$ cat src/hw/rtl/split_direct_mapped_score_cache_core_assert.svh
// Assertion macros for the split direct-mapped score cache.
`ifndef SPLIT_DIRECT_MAPPED_SCORE_CACHE_CORE_ASSERT_SVH
`define SPLIT_DIRECT_MAPPED_SCORE_CACHE_CORE_ASSERT_SVH

`ifndef SYNTHESIS
// Same-cycle implication, checked on clk and ignored while rst is high.
`define SDMSC_ASSERT_IMP(lbl, ante, cons, msg) \
  lbl: assert property (@(posedge clk) disable iff (rst) (ante) |-> (cons)) \
    else $error(msg);
// Next-cycle implication, checked on clk and ignored while rst is high.
`define SDMSC_ASSERT_NXT(lbl, ante, cons, msg) \
  lbl: assert property (@(posedge clk) disable iff (rst) (ante) |=> (cons)) \
    else $error(msg);
`else
`define SDMSC_ASSERT_IMP(lbl, ante, cons, msg)
`define SDMSC_ASSERT_NXT(lbl, ante, cons, msg)
`endif

`endif

$ cat src/hw/rtl/sdmsc_ram.sv
// Generic single-write, single-read synchronous RAM with registered read data.
`timescale 1ns / 1ps

module sdmsc_ram #(
  parameter int WIDTH = 8,
  parameter int DEPTH = 256
) (
  input  logic                     clk,
  input  logic                     we,
  input  logic [$clog2(DEPTH)-1:0] waddr,
  input  logic [WIDTH-1:0]         wdata,
  input  logic                     re,
  input  logic [$clog2(DEPTH)-1:0] raddr,
  output logic [WIDTH-1:0]         rdata
);

  logic [WIDTH-1:0] mem [DEPTH];

  always_ff @(posedge clk) begin
    if (we) begin
      mem[waddr] <= wdata;
    end
    if (re) begin
      rdata <= mem[raddr];
    end
  end

endmodule

$ cat config.mk
export PLATFORM = sky130hd
export DESIGN_NAME = sdmsc_ram
export DESIGN_NICKNAME = d
export VERILOG_FILES = /design/src/hw/rtl/split_direct_mapped_score_cache_core_assert.svh /design/src/hw/rtl/sdmsc_ram.sv
export SDC_FILE = /design/constraint.sdc
export NUM_CORES = 2
export LEC_CHECK = 0
export ABC_AREA = 1
export BUFFER_PORTS_ARGS = -buffer_cell sky130_fd_sc_hd__buf_2
export CAP_MARGIN = 20
export CORE_MARGIN = 8
export CORE_UTILIZATION = 52
export DETAILED_ROUTE_END_ITERATION = 6
export PLACE_DENSITY = 0.7
export SETUP_SLACK_MARGIN = 0.1
export SLEW_MARGIN = 20
export SYNTH_ARGS = -nofsm -noshare
export SYNTH_HDL_FRONTEND = slang
export SYNTH_SLANG_ARGS = --single-unit
export TNS_END_PERCENT = 5
$ cat constraint.sdc
create_clock -name clk -period 1.5 [get_ports clk]
set_input_delay 0.075 -clock clk [delete_from_list [all_inputs] [get_ports clk]]
set_output_delay 0.075 -clock clk [all_outputs]
set_load 0.05 [all_outputs]
Word-level counts from Yosys, hierarchy flattened --
Memories as Yosys holds them, arrays and structs flattened. A register that Yosys moved wholly into a read port is not among the register bits. Cells that the tools add are included.
Storage, ports and cells: flip-flop bits (word level) 0, bits in latches 0, RAM bits 2048, ROM bits 0, bits of input ports 27, output and inout port bits 8, word-level logic and storage cells 3, memories kept 1
Cells by class: $add $sub $neg 0, multipliers 0, div/mod/pow operators 0, magnitude comparators 0, equality and inequality tests 0, shift-type cells 0, mux-type cells 2, bitwise operators 0, reductions and logical operators 0
Memories:
- mem | depth 256, bits a word 8, rd ports 1, clocked after Yosys merged registers in 1, wr ports 1, line sdmsc_ram.sv:17 | logic [WIDTH-1:0] mem [DEPTH];
Operator list (number):
- 1-bit 2-to-1 mux | 2

Depth between registers and ports, before layout --
depth in word-level cells 2, mapped depth 15, gate-level depth less buffers 11

Worst setup path after synthesis --
Ideal clock, no wire load.
path kind input port to flip-flop, start input we, end memory mem[162][0], enable pin, setup time 0.370 ns, arrival 1.196 ns, data required time 1.130 ns, slack -0.066 ns, stages 4, buffers on the path 2, cell sequence clkbuf_1 > nand3_1 > clkbuf_1 > nor2_1
On the way: longest elaborated chain between the ends 2
Ends and longest elaborated chain:
- start, declared | line sdmsc_ram.sv:9 | input logic we,
- 1-bit 2-to-1 mux | line sdmsc_ram.sv:20 | if (we) begin
- 1-bit 2-to-1 mux (not written as such) | line sdmsc_ram.sv:21 | mem[waddr] <= wdata;
- end, declared | line sdmsc_ram.sv:17
No other way between the ends.

Final worst setup path --
start register rdata[5] (read register of mem), end output rdata[5]
RTL lines:
- start, declared | line sdmsc_ram.sv:14 | output logic [WIDTH-1:0] rdata
No word-level cell between the ends.

==> flow_summary.toml <==
[status]
status = "finished with violations"
violations = "negative setup slack"

[placed_design]
hpwlAfterDp_mm = 144
place.port_buffers = 34
placedCellCount = 9387
gp_congestion = 0.919

[synth]
synth_top_area_share_pct = 74.0
syn_nets = 7030
post_synth.cell_area_avg_um2 = 11.9
ys_ff_latch = 2056
yosysWarnings = 0
netlist_instances = 7003
synth_top_area_cell = "edfxtp_1"
synth.distinct_cells = 13
yosys-top-cells-area = "edfxtp_1 74%, nand3_1 12%, nand2_1 9.5%"
syn_area_mm2 = 0.0835
ys_seq_area_share_pct = 74.0

[sta]
rsz0062_at_grt = "yes"
hold_violations = 0
timing.fmax_mhz = 589
finalCriticalPeriod_ns = 1.70
skew_ns = 0.0510
setup_viol = 16
worst_slack_ns = -0.199
slew_violations = 0
relSlewSlack_pct = 61.5
period_share_pct = 113
worstMarginPinSlew_ns = 0.577

[die]
initial_utilization_pct = 52.2
die_y_um = 417
std_cell_rows = 147
dieArea_mm2 = 0.174
die_w_um = 417
ios = 35
core_mm2 = 0.160

[clock_network]
ctsHtreeMaxLevel = 4
worstSkewPairLatency_ns = 0.84
cts_buffers = 200
cts.clk_slew.worst_paths_ns = 0.07
clk_path_buf_depth = 3
cts_tree = "done"
cts.sinks = 2056
cts-root-buf = "clkbuf_16"

[power_and_ir_drop]
power.density_mw_per_mm2 = 1210
p_leak_nw = 36.3
ir_drop_mv = 1.44

[critical_path]
crit_family = "flip-flops"
slowest_stage = "edfxtp_1"
cp.required_ns = 1.42
worstSetupStartpointType = "flop"
regToRegSetupSlack_ns = -0.18
path_cells = "buf_6"
worst-path-max-fanout = 1
path_buf_inv = 1
slowest_delay_ns = 0.55
end_kind = "primary output"
arrival_ns = 1.62
path_class = "reg -> out"

[drt]
vias = 57700
firstDrtPassIters = 6
wl_per_cell_um = 23.7
viasPerCell = 5.90
wl_mm = 231
ant_nets = 0
dr.first_iter.drc_count = 7426
route.detailed.drc = 0

[cells_and_area]
nets = 7548
mostFrequentLayoutCells = "2096 x nand2_1, 2056 x edfxtp_1, 1661 x nand3_1"
layout_commonest_cell = "nand2_1"
layout-drive-gt1-share_pct = 19.5
syn_to_final_growth_pct = 20.8
fin_cells = 9781
final_util_pct = 63.0

[grt]
antenna_found_initial = 7
grt_overflow = 0
grt_pass1_vias = 55600
globalRouteTotalUtil_pct = 25.8
grt_pass1_wl_mm = 342
grt_max_degree = 82

[job]
maxCapViolCount = 0

[min_path]
hold_class = "in -> reg"
==> power breakdown <==
part | internal, mW | total [mW] | leakage, nW | switching, mW
Combinational | 2.95 | 9.19 | 14.7 | 6.25
Clock | 28.0 | 49.7 | 3.15 | 21.7
Sequential | 63.3 | 63.4 | 18.5 | 0.0655
==> path summary, 6_finish.rpt <==
check,from,end,cells past startpoint
worst max-delay path,rdata[5]$_DFFE_PP_,rdata[5],1
worst min-delay path,waddr[7],mem[149][1]$_DFFE_PP_,6
worst max register to register,mem[242][1]$_DFFE_PP_,rdata[1]$_DFFE_PP_,10
worst min register to register,mem[82][1]$_DFFE_PP_,rdata[1]$_DFFE_PP_,10
==> layer usage <==
metal,track usage [%],share of wire [%],vias up
li1,-,-,26000
met3,5.45,10,571
met2,41.0,47,3150
met5,0,0.0052,-
met4,11.7,4.5,2
met1,34.5,38,28000
==> per-stage QoR <==
stage	area (µm²)	total power [mW]	setup TNS (ns)	hold WS, ns	setup WS, ns
2_1_floorplan	83700	68.6	-1.11	0.174	-0.0158
3_3_place_gp	91800	72.8	-35.02	0.383	-0.877
3_5_place_dp	91800	72.9	-65.26	0.383	-0.906
4_1_cts	99000	122	-2.77	0.00532	-0.232
5_1_grt	101000	125	-2.46	0.0540	-0.232
6_report	101000	122	-1.76	0.0253	-0.199
==> area by class of cell <==
type	count	area, µm²
diodes	6	15.0
clock buffers	241	5180
clock inverters	129	1310
fillers	11500	59200
inverters	39	180
multi-input cells	4425	21700
flip-flops and latches	2056	61700
well taps	2086	2610
repair buffers	799	8150
==> logic make-up (layout without fill, tap and decap cells) <==
group                  Yosys count  count (layout)  synth area share (%)
buffers and inverters          522            1208                  3.12
DFF                           2056            2056                  74.0
other                            0               6                     0
and+or+nand+nor               4425            4425                  22.9
==> tightest hold or removal path: stages <==
cell and delay [ns]:
buf_2 0.10, nand2_1 0.08, inv_1 0.06, nand3_1 0.13
buf_4 0.14, nor2_2 0.09
==> timing repair <==
| item | 4_1_cts | 5_1_grt |
|---|---|---|
| endpoints found under the setup margin | 16 | 336 |
| hold endpoints to repair | 2174 | 8 |
| pin swaps | 8 | 87 |
| setup buffers | 0 | 0 |
| hold buffers | 17 | 1 |
| resized for setup | 114 | 356 |
==> cells in the mapped netlist (all sizes together) <==
library cell / number
clkbuf: 112
nand2: 2123
inv: 39
buf: 371
nor2: 283
edfxtp: 2056
nand3: 2019
==> sequential cells by signal (all words and copies together), names as in the netlist <==
| signal | cells |
|---|---|
| mem | 2048 |
| rdata | 8 |
(Power assumes the default switching activity.)
